### src/design/bsc_pkg.sv
package bsc_pkg;

    localparam int MAX_POINTS_DEF = 64;
    localparam int MAX_DEGREE_DEF = 7;
    localparam int FRAC_BITS_DEF  = 16;

    localparam int KIND_W  = 2;
    localparam int INDEX_W = 7;
    localparam int COORD_W = 32;
    localparam int KNOT_W  = 24;
    localparam int CFG_IDX_W  = 2;
    localparam int CFG_DATA_W = 7;
    localparam int DEG_W   = 3;
    localparam int COUNT_W = 7;

    localparam logic [DEG_W-1:0]   DEGREE_RST = 3'd3;
    localparam logic [COUNT_W-1:0] COUNT_RST  = 7'd0;
    localparam logic               MODE_RST   = 1'b1;

    typedef enum logic [KIND_W-1:0] {
        KIND_POINT = 2'd0,
        KIND_KNOT  = 2'd1,
        KIND_EVAL  = 2'd2,
        KIND_NONE  = 2'd3
    } t_kind;

    typedef enum logic [CFG_IDX_W-1:0] {
        CFG_DEGREE = 2'd0,
        CFG_COUNT  = 2'd1,
        CFG_MODE   = 2'd2,
        CFG_NONE   = 2'd3
    } t_cfg;

endpackage

### src/design/bsc_lerp.sv
module bsc_lerp
    import bsc_pkg::*;
#(
    parameter int FRAC_BITS = FRAC_BITS_DEF
) (
    input  logic               i_clk,
    input  logic               i_rst_n,
    input  logic               i_valid,
    input  logic [COORD_W-1:0] i_a,
    input  logic [COORD_W-1:0] i_b,
    input  logic [FRAC_BITS:0] i_w,
    output logic               o_valid,
    output logic [COORD_W-1:0] o_res
);

    localparam int PW = COORD_W + FRAC_BITS + 3;

    logic                 r_v1;
    logic                 r_v2;
    logic signed [PW-1:0] r_prod;
    logic signed [PW-1:0] r_base;
    logic [COORD_W-1:0]   r_res;
    logic signed [COORD_W:0]    diff;
    logic signed [FRAC_BITS+1:0] w_s;
    logic signed [PW-1:0] prod;
    logic signed [PW-1:0] sum;

    // a*(1-w) + b*w equals a*one + (b-a)*w exactly; the final arithmetic
    // shift gives round to nearest with ties upward.
    always_comb begin
        diff = $signed({i_b[COORD_W-1], i_b}) - $signed({i_a[COORD_W-1], i_a});
        w_s  = $signed({1'b0, i_w});
        prod = PW'(diff) * PW'(w_s);
        sum  = r_base + r_prod + (PW'(1) <<< (FRAC_BITS - 1));
    end

    always_ff @(posedge i_clk) begin
        if (!i_rst_n) begin
            r_v1 <= 1'b0;
            r_v2 <= 1'b0;
        end else begin
            r_v1 <= i_valid;
            r_v2 <= r_v1;
        end
    end

    always_ff @(posedge i_clk) begin
        r_prod <= prod;
        r_base <= PW'($signed(i_a)) <<< FRAC_BITS;
        r_res  <= sum[FRAC_BITS+COORD_W-1:FRAC_BITS];
    end

    assign o_valid = r_v2;
    assign o_res   = r_res;

endmodule

### config.mk
export PLATFORM = sky130hd
export DESIGN_NAME = bsc_lerp
export DESIGN_NICKNAME = d
export VERILOG_FILES = /design/src/design/bsc_pkg.sv /design/src/design/bsc_lerp.sv
export SDC_FILE = /design/constraint.sdc
export NUM_CORES = 2
export LEC_CHECK = 0
export ABC_AREA = 1
export BUFFER_PORTS_ARGS = -buffer_cell sky130_fd_sc_hd__buf_2
export CORE_MARGIN = 5
export CORE_UTILIZATION = 25
export CTS_CLUSTER_DIAMETER = 100
export DETAILED_ROUTE_END_ITERATION = 7
export PLACE_DENSITY = 0.38
export SETUP_SLACK_MARGIN = 0.1
export SYNTH_ARGS = -nofsm -noshare
export SYNTH_HDL_FRONTEND = slang
export SYNTH_SLANG_ARGS = --single-unit
### constraint.sdc
create_clock -name i_clk -period 9.4 [get_ports i_clk]
set_input_delay 1.88 -clock i_clk [delete_from_list [all_inputs] [get_ports i_clk]]
set_output_delay 1.88 -clock i_clk [all_outputs]
set_load 0.005 [all_outputs]
## After elaboration in Yosys (flattened, before gate mapping)

Cells that the tools add are included.

| storage, ports and cells | value |
|---|---|
| bits in read-only memories | 0 |
| word-level logic and storage cells | 9 |
| memories | 0 |
| latch bits | 0 |
| flip-flop bits (word level) | 114 |
| bits in writable memories | 0 |

| operators by class | value |
|---|---|
| div/mod/pow operators | 0 |
| multipliers | 1 |
| eq/ne operators | 0 |
| add/subtract/negate cells | 3 |
| reduce and logical (&&, ||, !) cells | 0 |
| shifts and indexed selects | 0 |
| bitwise operators | 0 |
| multiplexer cells | 0 |
| $lt $le $gt $ge | 0 |

Operators by type and width:

| operator | number |
|---|---|
| 48-bit by 17-bit adder with 48-bit output, second input constant | 1 |
| 48-bit adder | 1 |
| 33-bit by 18-bit multiplier with 48-bit output | 1 |
| 32-bit by 32-bit subtractor with 33-bit output | 1 |

## Logic depth before layout (Yosys ltp)

| logic depth | value |
|---|---|
| depth after elaboration | 2 |
| mapped depth | 43 |
| gate-level depth less buffers | 43 |

## Worst setup path before layout

OpenSTA, ideal clock, no wires.

| timing | value |
|---|---|
| path type | input-to-reg |
| start point | input i_b[0] |
| end point | register r_prod[47] |
| required time | 9.288 ns |
| data arrival time | 8.382 ns |
| path buffers | 0 |
| cell stages on the path | 42 |
| path slack | 0.906 ns |
| cell sequence | inv_1 -> ha_1 -> fa_1 -> inv_1 -> nand3_1 -> nand2_2 -> nand2_1 -> nand2_2 -> nand2_2 -> nand2_4 -> nand2_1 -> nand2_1 -> nand2_1 -> nand2_2 -> inv_2 -> nor2_1 -> inv_1 -> fa_1 -> (+6 left out) -> fa_1 -> inv_1 -> fa_1 -> inv_1 -> ha_1 -> nand2_1 -> inv_1 -> nand2_1 -> nor2_1 -> nand3_1 -> nor2_1 -> nand2_1 -> nand3_1 -> nand3_1 -> nand2_1 -> inv_1 -> nand2_1 -> nand2_1 |

| between the ends | value |
|---|---|
| longest elaborated chain between the ends | 2 |

RTL lines:

| element | line | source |
|---|---|---|
| start: declaration | bsc_lerp.sv:10 | `input logic [COORD_W-1:0] i_b,` |
| 32-bit by 32-bit subtractor with 33-bit output | bsc_lerp.sv:31 | `diff = $signed({i_b[COORD_W-1], i_b}) - $signed({i_a[COORD_W-1], i_a});` |
| 33-bit by 18-bit multiplier with 48-bit output | bsc_lerp.sv:33 | `prod = PW'(diff) * PW'(w_s);` |
| via prod[47] | bsc_lerp.sv:25 | `logic signed [PW-1:0] prod;` |
| end signal: assignment | bsc_lerp.sv:48 | `r_prod <= prod;` |
| end: declaration | bsc_lerp.sv:20 | `logic signed [PW-1:0] r_prod;` |

The timed path passes the listed nets, and every way through them passes these cells.
A chain may end at the register's enable or synchronous reset.

## Worst setup path in the final report

| timing | value |
|---|---|
| start point | input i_a[0] |
| end point | register r_prod[41] |

| between the ends | value |
|---|---|
| longest elaborated chain between the ends | 2 |

RTL lines:

| element | line | source |
|---|---|---|
| start: declaration | bsc_lerp.sv:9 | `input logic [COORD_W-1:0] i_a,` |
| 32-bit by 32-bit subtractor with 33-bit output | bsc_lerp.sv:31 |  |
| 33-bit by 18-bit multiplier with 48-bit output | bsc_lerp.sv:33 |  |
| via prod[41] | bsc_lerp.sv:25 |  |

The timed path passes the listed nets, and every way through them passes these cells.

==> metrics.md <==
| Metric | Value |
|---|---|
| Clk_skew | 0.0169 ns |
| Share of cells above drive strength 1 | 13.1% |
| Setup CP Type | input pin to register |
| RSZ-0062 raised after global routing | false |
| CP Launch Type | input pin |
| Req. time, crit path | 9.66 ns |
| Placer Congestion | 0.903 |
| CP Depth | 36 |
| TritonCTS Buffers | 9 |
| GRT Util Overall | between 10% and 20% |
| Setup TNS | 0 ns |
| CP Max Fanout | 8 |
| Initial antenna violation count | 2 |
| Cells after synthesis | 3298 |
| Area leader, netlist | fa_1 |
| Wire length per cell | 19.3 um |
| Core area | 0.102 sq mm |
| IO Port Bufs | 116 |
| Cell variety after synth | 56 |
| Worst-path clk slew | around 0.070 ns |
| WP buf/inv | 9 |
| Min Hold Slack | 0.413 ns |
| EDFF count, synth | 0 |
| Die span in x | 329 um |
| Critical Path Sink Type | register |
| Commonest non-fill, non-tap cell in the layout | inv_1 |
| Final WL | 94500 um |
| Largest net degree at the start of global routing | 33 |
| Finished Cell Area | 0.0291 sq mm |
| Least-Margin Pin Slew | around 0.80 ns |
| Fin util | 28.6% |
| Top FF cell, synth | dfxtp_1 |
| Vias per Instance | 4.28 |
| Area post-placement | 0.0287 sq mm |
| Gr ovfl total | 0 |
| Vias in the first global route | 23000 |
| CP dominant cell by count | fa_1 |
| Vias | between 20000 and 25000 |
| Syn Nets | about 4100 |
| Clk root buf | clkbuf_16 |
| Clock Sinks | 99 |
| Cell Area, Synth | 0.0255 sq mm |
| Hold crit path type | register to register |
| Worst-Skew Late Latency | 0.38 ns |
| Hold depth | 2 |
| Register area share after synthesis | 7.77% |
| Yosys top cell area share | approximately 41% |
| Nets@finish | 4285 |
| Ranking of synthesized cells by area | fa_1, inv_1, nand2_1, ha_1, dfxtp_1 |
| Fmax | 112 MHz |
| Final Max Tran Viols | 0 |
| Most frequent cells in the layout | inv_1, nand2_1, fa_1 |
| Synth warnings | 0 |
| Clock Path Buffers | 2 |
| DRC violations left | 0 |
| Tmin final | 8.92 ns |
| FF+latch count, synth | slightly below 100 |
| Worst Reg-to-Reg Cells | 12 |
| Slowest CP cell | fa_1 |
| Global-route wire length before repair | around 140000 um |
| Crit path DAT | 9.18 ns |
| Chip height | ~330 um |
| FFs w/ async S/R, synth | 0% |
| Syn avg cell area | 7.73 sq um |
| P&R area growth vs syn | 14.1% |
| Final hold violation count | 0 |
| Max-slew headroom | 46.5% |
| Outcome | complete, no violations |
| Max Cap Viol | 0 |
| Final setup vio count | 0 |
| Final period util | a little over nine tenths |
| CP delay by family, top | adder cells |
| Die area | roughly 0.11 sq mm |
| CTS tree | built |
| Starting Density | 25.1% |
| Io pins | 117 |
| Detailed Routing Iterations Pass 1 | 8 |
| Post-route ant nets | 0 |
| Post-DP HPWL | 82900 um |
| H-tree Lvls | 3 |
| Cell row count | 117 |
| CP max stage delay | between 0.5 and 0.6 ns |
| 1st-iter DRT viols | 1133 |
==> sequential cells by signal (all words and copies together) (netlist names) <==
name	flops
o_valid	1
r_v1	1
o_res	32
r_base	32
r_prod	33
==> worst min-delay path, stage by stage, from the launching register on <==
cell and delay (ns):
dfxtp_1 0.31, nand2_1 0.04, inv_1 0.04
==> repair_timing <==
action / CTS / global route
buffers inserted: 0 / 2
resized for setup: 0 / 13
hold buffers: 0 / 0
setup endpoints to repair: 0 / 7
==> kinds of logic (layout without fill, tap and decap cells) <==
group / Yosys count / count (layout) / synth area share, %
other: 0 / 2 / 0
xor gates and xnor gates: 72 / 72 / 2.69
DFF: 99 / 99 / 7.77
AOI/OAI and AO/OA: 231 / 231 / 5.45
adders and majority gates: 689 / 689 / 49.0
buffers and inverters: 940 / 1158 / 14.2
and+or+nand+nor: 1267 / 1267 / 20.9
==> Yosys cell counts, types with 10 or more instances <==
cell type and n:
dfxtp_1 99, o21bai_1 15, nand2_1 621, a21oi_1 100, nor2_1 373, xnor2_1 18
xor2_1 48, inv_2 20, fa_1 516, clkbuf_1 50, nor2_2 73, inv_1 840
nor3_1 20, a31oi_1 12, nand4_1 19, ha_1 173, nand3_1 103, a21o_1 12
nand2_2 26, buf_2 10, o21ai_0 47, or2_2 10
==> per-layer routing <==
metal | wire, um | GRT usage [%] | share of wire [%]
met3 | 2460 | 0.891 | 2.6
met5 | 0 | 0 | 0
met4 | 1030 | 2.17 | 1.1
met1 | 43900 | 24.2 | 46
met2 | 47100 | 32.2 | 50
==> area by class of cell <==
cell class                 instances  area (sq um)
fill                           11300         72500
multi-input combinational       2259         19900
inverter                         862          3240
sequential                        99          1980
timing repair buffer             281          1920
tap                             1368          1710
clock buffer                      10           229
clock inverter                     5          85.1
antenna                            2          5.00
==> metrics by stage <==
| stage | instances | worst slack, ns |
|---|---|---|
| 5_1_grt | 4884 | 0.104 |
| 3_5_place_dp | 4867 | -0.138 |
| 4_1_cts | 4882 | 0.250 |
| 2_1_floorplan | 3298 | 0.906 |
| 3_3_place_gp | 4867 | -0.157 |
| 6_report | 4886 | 0.483 |
==> worst paths after layout <==
kind | from | to | slack (ns)
setup / recovery | i_a[0] | r_prod[41] | 0.48
hold / removal | r_v1 | o_valid | 0.41
setup reg to reg | r_prod[15] | o_res[25] | 6.68
hold reg to reg | r_v1 | o_valid | 0.41
Power is left out: the tool's default activity adds up to more than one toggle a clock period on the data nets, which glitch-free logic cannot reach.
