<file path="config.mk">
export PLATFORM = sky130hd
export DESIGN_NAME = bsc_div
export DESIGN_NICKNAME = d
export VERILOG_FILES = /design/src/design/bsc_pkg.sv /design/src/design/bsc_div.sv
export SDC_FILE = /design/constraint.sdc
export NUM_CORES = 1
export LEC_CHECK = 0
export ABC_AREA = 1
export BUFFER_PORTS_ARGS = -buffer_cell sky130_fd_sc_hd__buf_2
export CAP_MARGIN = 10
export CORE_MARGIN = 8
export CORE_UTILIZATION = 55
export CTS_BUF_LIST = sky130_fd_sc_hd__clkbuf_2 sky130_fd_sc_hd__clkbuf_4 sky130_fd_sc_hd__clkbuf_8
export CTS_CLUSTER_DIAMETER = 120
export CTS_CLUSTER_SIZE = 25
export DETAILED_ROUTE_END_ITERATION = 7
export GPL_TIMING_DRIVEN = 0
export PLACE_DENSITY = 0.77
export SLEW_MARGIN = 0
export SYNTH_ARGS = -nofsm -noshare
export SYNTH_HDL_FRONTEND = slang
export SYNTH_SLANG_ARGS = --single-unit
</file>
<file path="constraint.sdc">
create_clock -name i_clk -period 2.9 [get_ports i_clk]
set_input_delay 0.87 -clock i_clk [delete_from_list [all_inputs] [get_ports i_clk]]
set_output_delay 0.87 -clock i_clk [all_outputs]
set_load 0.05 [all_outputs]
</file>
<file path="src/design/bsc_pkg.sv">
package bsc_pkg;

    localparam int MAX_POINTS_DEF = 64;
    localparam int MAX_DEGREE_DEF = 7;
    localparam int FRAC_BITS_DEF  = 16;

    localparam int KIND_W  = 2;
    localparam int INDEX_W = 7;
    localparam int COORD_W = 32;
    localparam int KNOT_W  = 24;
    localparam int CFG_IDX_W  = 2;
    localparam int CFG_DATA_W = 7;
    localparam int DEG_W   = 3;
    localparam int COUNT_W = 7;

    localparam logic [DEG_W-1:0]   DEGREE_RST = 3'd3;
    localparam logic [COUNT_W-1:0] COUNT_RST  = 7'd0;
    localparam logic               MODE_RST   = 1'b1;

    typedef enum logic [KIND_W-1:0] {
        KIND_POINT = 2'd0,
        KIND_KNOT  = 2'd1,
        KIND_EVAL  = 2'd2,
        KIND_NONE  = 2'd3
    } t_kind;

    typedef enum logic [CFG_IDX_W-1:0] {
        CFG_DEGREE = 2'd0,
        CFG_COUNT  = 2'd1,
        CFG_MODE   = 2'd2,
        CFG_NONE   = 2'd3
    } t_cfg;

endpackage

</file>
<file path="src/design/bsc_div.sv">
module bsc_div
    import bsc_pkg::*;
#(
    parameter int W  = 25,
    parameter int QW = FRAC_BITS_DEF
) (
    input  logic          i_clk,
    input  logic          i_rst_n,
    input  logic          i_start,
    input  logic [W-1:0]  i_num,
    input  logic [W-1:0]  i_den,
    output logic          o_done,
    output logic [QW-1:0] o_quot
);

    localparam int CNT_W = $clog2(QW + 1);

    logic             r_busy;
    logic             r_done;
    logic [CNT_W-1:0] r_cnt;
    logic [W-1:0]     r_rem;
    logic [W-1:0]     r_den;
    logic [QW-1:0]    r_q;
    logic [W:0]       shifted;
    logic [W:0]       diff;
    logic             ge;

    // The numerator is always below the denominator, so each step yields
    // one fraction bit of the quotient.
    always_comb begin
        shifted = {r_rem, 1'b0};
        diff    = shifted - {1'b0, r_den};
        ge      = (shifted >= {1'b0, r_den});
    end

    always_ff @(posedge i_clk) begin
        if (!i_rst_n) begin
            r_busy <= 1'b0;
            r_done <= 1'b0;
            r_cnt  <= '0;
        end else begin
            r_done <= 1'b0;
            if (i_start) begin
                r_busy <= 1'b1;
                r_cnt  <= CNT_W'(QW);
            end else if (r_busy) begin
                r_cnt <= r_cnt - 1'b1;
                if (r_cnt == CNT_W'(1)) begin
                    r_busy <= 1'b0;
                    r_done <= 1'b1;
                end
            end
        end
    end

    always_ff @(posedge i_clk) begin
        if (i_start) begin
            r_rem <= i_num;
            r_den <= i_den;
        end else if (r_busy) begin
            r_rem <= ge ? diff[W-1:0] : shifted[W-1:0];
            r_q   <= {r_q[QW-2:0], ge};
        end
    end

    assign o_done = r_done;
    assign o_quot = r_q;

endmodule

</file>
Yosys cells after proc, flatten, opt, wreduce, memory -nomap -nowiden
Cells that the tools add are included.
Widths: inputs -> output; s select.
{ "classes": {"addsub": 2, "n_mul": 0, "div": 0, "n_lt_le_gt_ge": 1, "n_eq_ne": 1, "n_shift": 0, "muxes": 9, "bitwise_logic": 3, "n_reduce_logical": 4} }
{ "op_table": {"columns": ["op", "count"], "rows": [
  ["$mux 25", 3],
  ["$ge 26x25->1", 1],
  ["$sub 25x25->25", 1],
  ["$mux 5", 2],
  ["$eq 5x1->1 const B", 1],
  ["$sub 5x1->5 const B", 1],
  ["$mux 1", 4],
  ["$not 1->1", 3],
  ["$reduce_or 3->1", 1],
  ["$reduce_and 2->1", 1],
  ["$reduce_bool 2->1", 1],
  ["$reduce_or 2->1", 1]
]} }
{ "word_totals": {"register_bits": 73, "latch_bits": 0, "mem_bits_rw": 0, "mem_bits_ro": 0, "wordCells": 27, "mem_count": 0} }

Longest topological paths before layout
Gate-level depths: netlist of the first run.
{ "depth": {"depth_word": 4, "mapped_depth": 15, "ltp_nobuf": 15} }

Least setup slack after synthesis of the first run
No wires, ideal clock.
{ "synth_timing": {"path_type": "input -> register", "start": "in i_start", "end": "reg r_q[0] (netlist: o_quot[0]) (enable)", "setup_time_ns": 0.388, "arrival_ns": 1.991, "t_required_ns": 2.512, "setup_slack_ns": 0.521, "stages": 3, "path_buffers": 2, "cell_sequence": "clkbuf_1 -> clkbuf_1 -> nor2_1"} }
{ "synth_via": {"elab_chain_len": 2} }
{ "synth_rtl": {"columns": ["element", "line", "text"], "rows": [
  ["start: declaration", "bsc_div.sv:9", "input logic i_start,"],
  ["$not 1->1 (no line)", null, null],
  ["$reduce_and 2->1 (no line)", null, null],
  ["end signal: assignment", "bsc_div.sv:62", "r_q <= {r_q[QW-2:0], ge};"],
  ["end: declaration", "bsc_div.sv:23", "logic [QW-1:0] r_q;"]
]} }
Every way passes these cells.
A chain may end at the register's enable or synchronous reset.

Worst setup path after layout of the first run
{ "layout_timing": {"start": "reg r_rem[15]", "end": "reg r_rem[10], data pin"} }
{ "layout_via": {"elab_chain_len": 4} }
{ "layout_rtl": {"columns": ["element", "line", "text"], "rows": [
  ["start: declaration", "bsc_div.sv:21", "logic [W-1:0] r_rem;"],
  ["start signal: assignment", "bsc_div.sv:58", "r_rem <= i_num;"],
  ["start signal: assignment", "bsc_div.sv:61", "r_rem <= ge ? diff[W-1:0] : shifted[W-1:0];"],
  ["$ge 26x25->1", "bsc_div.sv:33", "ge = (shifted >= {1'b0, r_den});"],
  ["$mux 25", "bsc_div.sv:61", null],
  ["$mux 25", "bsc_div.sv:60", "end else if (r_busy) begin"],
  ["$mux 25", "bsc_div.sv:57", "if (i_start) begin"]
]} }
Every way passes these cells. The select of a mux whose other input is x is not followed.

==> flow_metrics.env, run 1 <==
export IMPL_track_usage_pct=21.82
export IMPL_clkLatencyLatePin_ns=0.35
export IMPL_placed_cells=835
export IMPL_whs_path_depth=0
export IMPL_cts_repair_resized=1
export IMPL_start_util_pct=56.70
export IMPL_cp_start_kind="flip-flop"
export IMPL_ctsRootBufferMaster="clkbuf_8"
export IMPL_antenna_cells=0
export IMPL_wl_per_cell_um=15.34
export IMPL_hold_slack_ns=0.4497
export IMPL_postLayoutSetupSlackWorst_ns=0.2665
export IMPL_stdcell_area_um2=5674
export IMPL_post_place_ws_ns=-0.6496
export IMPL_fillCellCount=820
export IMPL_min_period_over_period_pct=90.81
export IMPL_critPathArrivalTime_ns=2.74
export IMPL_overflow=0
export IMPL_tritoncts="yes"
export IMPL_via_per_inst=5.171
export IMPL_drive_above_1_share_pct=14.65
export IMPL_detail_route_antenna_nets=0
export IMPL_p_leak_nw=2.967
export IMPL_clk_pin_slew_ns=0.08
export IMPL_synthesis_area_um2=4969
export IMPL_synth_flop_cell="edfxtp_1"
export IMPL_nets=820
export IMPL_cap_violations=0
export IMPL_cts_setup_buffers=0
export IMPL_finClkSkew_ns=0.01014
export IMPL_hp_class="reg -> reg"
export IMPL_synth_nets=739
export IMPL_vias=4406
export IMPL_yosysUniqueCellTypes=38
export IMPL_setup_violations=0
export IMPL_status="completed"
export IMPL_dieArea_um2=12330
export IMPL_die_w_um=111.0
export IMPL_worst_path_max_delay_cell="edfxtp_1"
export IMPL_clock_path_buffers=2
export IMPL_synthArstFlopShare_pct=0
export IMPL_slew_violations=0
export IMPL_max_stage_delay_ns=0.42
export IMPL_hold_viol=0
export IMPL_worst_pin_slew_ns=0.8425
export IMPL_syn_inst=658
export IMPL_placement_rows=34
export IMPL_crit_chain="ha_1, nand2_2, inv_1, a21oi_1, a21oi_2, nor2_4, buf_2, nand3b_1, nand3_1, nand2_1"
export IMPL_grt_pass1_vias=4562
export IMPL_period_needed_ns=2.633
export IMPL_die_h_um=111.0
export IMPL_portBuffers=69
export IMPL_grt_pass1_wl_mm=21.78
export IMPL_crit_path_end_kind="flip-flop"
export IMPL_final_cell_mix="nand2_1 (239), inv_1 (124), buf_2 (71)"
export IMPL_drc=0
export IMPL_place_area_um2=5449
export IMPL_ys_seq_area_share_pct=42.71
export IMPL_holdBufCountCts=0
export IMPL_ios=70
export IMPL_grt_max_degree=28
export IMPL_antenna_found_initial=0
export IMPL_vdd_drop_max_mv=0.3456
export IMPL_rr_worst_depth=10
export IMPL_area_delta_synth_final_pct=14.20
export IMPL_clkSinkCount=73
export IMPL_slew_headroom_pct=43.77
export IMPL_wl_mm=13.07
export IMPL_drtIter0Drc=239
export IMPL_mostFrequentLayoutCell="nand2_1"
export IMPL_rsz0062_at_grt="no"
export IMPL_syn_avg_cell_area_um2=7.551
export IMPL_gp_congestion=0.9539
export IMPL_powerDensity_nw_per_um2=666.7
export IMPL_yosysWarningCount=0
export IMPL_finalNonFillerCells=852
export IMPL_numCtsBuffers=9
export IMPL_synth_edf_count=66
export IMPL_post_dp_hpwl_mm=10.04
export IMPL_core_area_um2=8763
export IMPL_cts_htree_levels=3
export IMPL_path_max_fanout=10
export IMPL_drtPass1Iterations=4
export IMPL_synth_seq_cells=73
export IMPL_worstSetupPathType="reg -> reg"
export IMPL_finish_utilization_pct=64.75
export IMPL_required_ns=3.00
export IMPL_max_freq_mhz=379.7
==> worst paths after layout <==
| path | from | to | slack (ns) |
|---|---|---|---|
| worst max-delay path | r_rem[15] | r_rem[10] | 0.27 |
| worst min-delay path | o_quot[5] | o_quot[6] | 0.45 |
| worst max register to register | r_rem[15] | r_rem[10] | 0.27 |
| worst min register to register | o_quot[5] | o_quot[6] | 0.45 |
==> synthesized netlist by cell type (2+ instances only) <==
cell type,count,share of area (%)
ha_1,27,6.8
inv_1,124,9.4
xor2_1,2,0.35
buf_1,2,0.15
xnor2_1,9,1.6
nand3b_1,19,2.9
nand3_2,2,0.40
dfxtp_1,7,2.8
buf_6,4,0.91
edfxtp_1,66,40
nor2_1,36,2.7
nor2_2,4,0.50
buf_2,2,0.20
a21oi_1,16,1.6
nor4_1,3,0.38
nand4_1,8,1.0
clkinv_1,2,0.15
nand3_1,59,5.9
nand2_2,4,0.50
clkbuf_1,3,0.23
nand2_1,239,18
o21ai_0,4,0.40
==> kinds of logic after synthesis <==
| kind of cell | after synthesis | share of synthesized area [%] |
|---|---|---|
| and+or+nand+nor | 382 | 34.15 |
| buffers and inverters | 138 | 11.08 |
| DFF | 73 | 42.71 |
| adders and majority gates | 28 | 7.202 |
| AOI/OAI and AO/OA | 26 | 2.922 |
| xor gates and xnor gates | 11 | 1.939 |
==> power breakdown <==
group          switching, mW  internal (mW)
logic                   1.06          0.566
registers             0.0617           1.30
clock network          0.399          0.396
total                   1.52           2.27
==> area by class of cell <==
| class | count | area (um2) | share of cell area [%] |
|---|---|---|---|
| repair buffers | 70 | 372.9 | 6.571 |
| flip-flops and latches | 73 | 2122 | 37.40 |
| well taps | 108 | 135.1 | 2.381 |
| clock buffers | 9 | 123.9 | 2.183 |
| inverters | 127 | 476.7 | 8.401 |
| clock inverters | 7 | 70.07 | 1.235 |
| plain buffers | 11 | 75.07 | 1.323 |
| multi-input cells | 447 | 2298 | 40.51 |
==> per-stage QoR <==
stage | total power [mW] | TNS [ns]
after global placement | 2.951 | -10.23
after global routing | 4.064 | 0
after floorplan | 2.560 | 0
after detailed placement | 2.977 | -14.80
after CTS | 3.780 | 0
final | 3.783 | 0
==> registers in the layout, summed over array words and instances, names as in the netlist <==
signal,count
r_den,25
r_rem,25
o_quot,16
r_cnt,5
o_done,1
r_busy,1
==> worst max-delay path, delay by kind of cell (launching register included) <==
family	cells	cell delay, ns
AO/OA/AOI/OAI	2	0.41
flip-flops	1	0.42
adder cells (fa/ha/maj)	1	0.39
AND/OR/NAND/NOR	5	0.74
buffers and inverters	2	0.41
==> routing by layer <==
layer | track usage (%) | vias up | wire length, um
met5 | 0 | - | 0
met4 | 9.156 | 0 | 413
met3 | 3.842 | 28 | 504
met2 | 36.29 | 107 | 6119
met1 | 27.23 | 2027 | 6028
li1 | - | 2244 | -
Power figures use the tool's default switching activity.
==> inputs of run 2 (changes only) <==
- CORE_UTILIZATION: 55 -> 54
- PLACE_DENSITY: 0.77 -> 0.79
- clock period: 2.9 -> 2.4 ns (I/O delays scaled with it)
==> flow_metrics.env, run 2 (synthesis gave the netlist of run 1 again) <==
export IMPL_vdd_drop_max_mv=0.3847
export IMPL_grt_max_degree=28
export IMPL_clk_pin_slew_ns=0.09
export IMPL_max_freq_mhz=435.6
export IMPL_switching_power_mw=2.015
export IMPL_numCtsBuffers=9
export IMPL_area_delta_synth_final_pct=26.37
export IMPL_cp_start_kind="flip-flop"
export IMPL_powerDensity_nw_per_um2=826.5
export IMPL_finish_utilization_pct=69.26
export IMPL_dieArea_um2=12530
export IMPL_finalNonFillerCells=871
export IMPL_drive_above_1_share_pct=22.63
export IMPL_overflow=0
export IMPL_via_per_inst=5.243
export IMPL_grt_pass1_vias=4479
export IMPL_seqPwrFrac_pct=32.6
export IMPL_gp_congestion=0.9069
export IMPL_start_util_pct=54.81
export IMPL_critPathArrivalTime_ns=2.41
export IMPL_drtPass1Iterations=4
export IMPL_vias=4567
export IMPL_grt_pass1_wl_mm=21.43
export IMPL_antenna_found_initial=0
export IMPL_die_w_um=111.9
export IMPL_track_usage_pct=21.45
export IMPL_wl_per_cell_um=16.14
export IMPL_status="completed"
export IMPL_die_h_um=111.9
export IMPL_fin_tns_setup_ns=0
export IMPL_final_cell_mix="nand2_1 (230), inv_1 (120), buf_2 (68)"
export IMPL_core_area_um2=9065
export IMPL_hold_viol=0
export IMPL_finClkSkew_ns=0.01895
export IMPL_multi_input_area_um2=2701
export IMPL_crit_path_end_kind="flip-flop"
export IMPL_worstSetupPathType="reg -> reg"
export IMPL_clkSinkCount=73
export IMPL_ctsRootBufferMaster="clkbuf_8"
export IMPL_reg2reg_slack_ns=0.10
export IMPL_period_needed_ns=2.295
export IMPL_tritoncts="yes"
export IMPL_drtIter0Drc=227
export IMPL_r2r_end="r_rem[23]"
export IMPL_hp_class="reg -> reg"
export IMPL_antenna_cells=0
export IMPL_hp_start="o_quot[8]"
export IMPL_register_area_um2=2122
export IMPL_cts_htree_levels=3
export IMPL_power_switching_share_pct=38.83
export IMPL_placed_cells=838
export IMPL_nets=836
export IMPL_worst_pin_slew_ns=0.7334
export IMPL_drc=0
export IMPL_portBuffers=69
export IMPL_p_leak_nw=3.113
export IMPL_setup_violations=0
export IMPL_post_dp_hpwl_mm=9.968
export IMPL_power_frac_comb_pct=46.3
export IMPL_rr_worst_depth=14
export IMPL_slew_violations=0
export IMPL_clkLatencyLatePin_ns=0.36
export IMPL_p_int_mw=3.174
export IMPL_holdBufCountCts=0
export IMPL_required_ns=2.52
export IMPL_clock_path_buffers=2
export IMPL_fillCellCount=736
export IMPL_placement_rows=35
export IMPL_min_period_over_period_pct=95.64
export IMPL_mostFrequentLayoutCell="nand2_1"
export IMPL_detail_route_antenna_nets=0
export IMPL_path_max_fanout=10
export IMPL_wl_mm=14.06
export IMPL_slew_headroom_pct=50.93
export IMPL_worst_r2r_startpoint="r_rem[16]"
export IMPL_ios=70
export IMPL_pwr_share_clk_pct=21.1
export IMPL_holdPathEnd="o_quot[9]"
export IMPL_cap_violations=0
export IMPL_whs_path_depth=0
run 2: cell types whose count changed in the layout (fill, tap and decap cells not counted), moves of 5 or more:
cell / change
nand2_2: +5
buf_4: +15
ha_1: -23
nor2_1: -5
nand2_1: -9
ha_4: +23
run 2: power groups by stage:
stage          Clock [mW]  Combinational, mW  Sequential (mW)
2_1_floorplan           0               1.40             1.69
3_3_place_gp            0               1.87             1.67
3_5_place_dp            0               1.91             1.68
4_1_cts              1.11               1.95             1.65
5_1_grt              1.16               2.64             1.71
6_report             1.09               2.40             1.69
run 2: layout make-up:
cell class | count | share of cell area [%]
Multi-Input combinational cell | 447 | 43.03
Timing Repair Buffer | 86 | 8.250
Clock buffer | 10 | 2.092
Inverter | 127 | 7.593
Sequential cell | 73 | 33.80
Tap cell | 111 | 2.212
Buffer | 11 | 1.634
Clock inverter | 6 | 1.395
run 2: critical path, stage by stage, from the launching register on:
cell      delay, ns
edfxtp_1       0.45
ha_4           0.33
nand2_4        0.08
nor2_4         0.13
nand2_1        0.09
nor2_2         0.12
nand2_1        0.07
nand3_2        0.08
nor2_4         0.04
buf_12         0.15
nand2_8        0.11
buf_12         0.15
nand3_1        0.11
nand2_1        0.10
nand2_1        0.05
run 2: metal layers:
metal / vias up / wire length (um) / track usage, %
met5: - / 0 / 0
met4: 0 / 354 / 10.85
met3: 26 / 724 / 3.247
met2: 142 / 6773 / 35.14
met1: 2122 / 6205 / 26.92
li1: 2277 / - / -
run 2: repair_timing:
item                                    CTS  global route
endpoints found under the setup margin   55            27
cloned                                    0             1
resized for setup                         8            70
buffers inserted                          4            12
pin swaps                                 1            14
run 2: metrics by stage:
stage,hold WS (ns),power [mW],worst slack (ns),area [um2]
2_1_floorplan,0.4447,3.093,0.1707,4969
4_1_cts,0.4511,4.706,-0.01901,5742
3_3_place_gp,0.4315,3.543,-0.6420,5453
3_5_place_dp,0.4334,3.584,-0.7308,5453
6_report,0.4420,5.189,0.1045,6279
5_1_grt,0.4654,5.509,-0.01825,6279
run 2: worst max path at each step:
stage,endpoint,cells past startpoint,from
after detailed placement,o_quot[0],4,i_start
after global routing,r_rem[21],15,r_rem[4]
after global placement,o_quot[0],4,i_start
after floorplan,o_quot[0],3,i_start
after CTS,r_rem[21],14,r_rem[13]
final,r_rem[23],14,r_rem[16]
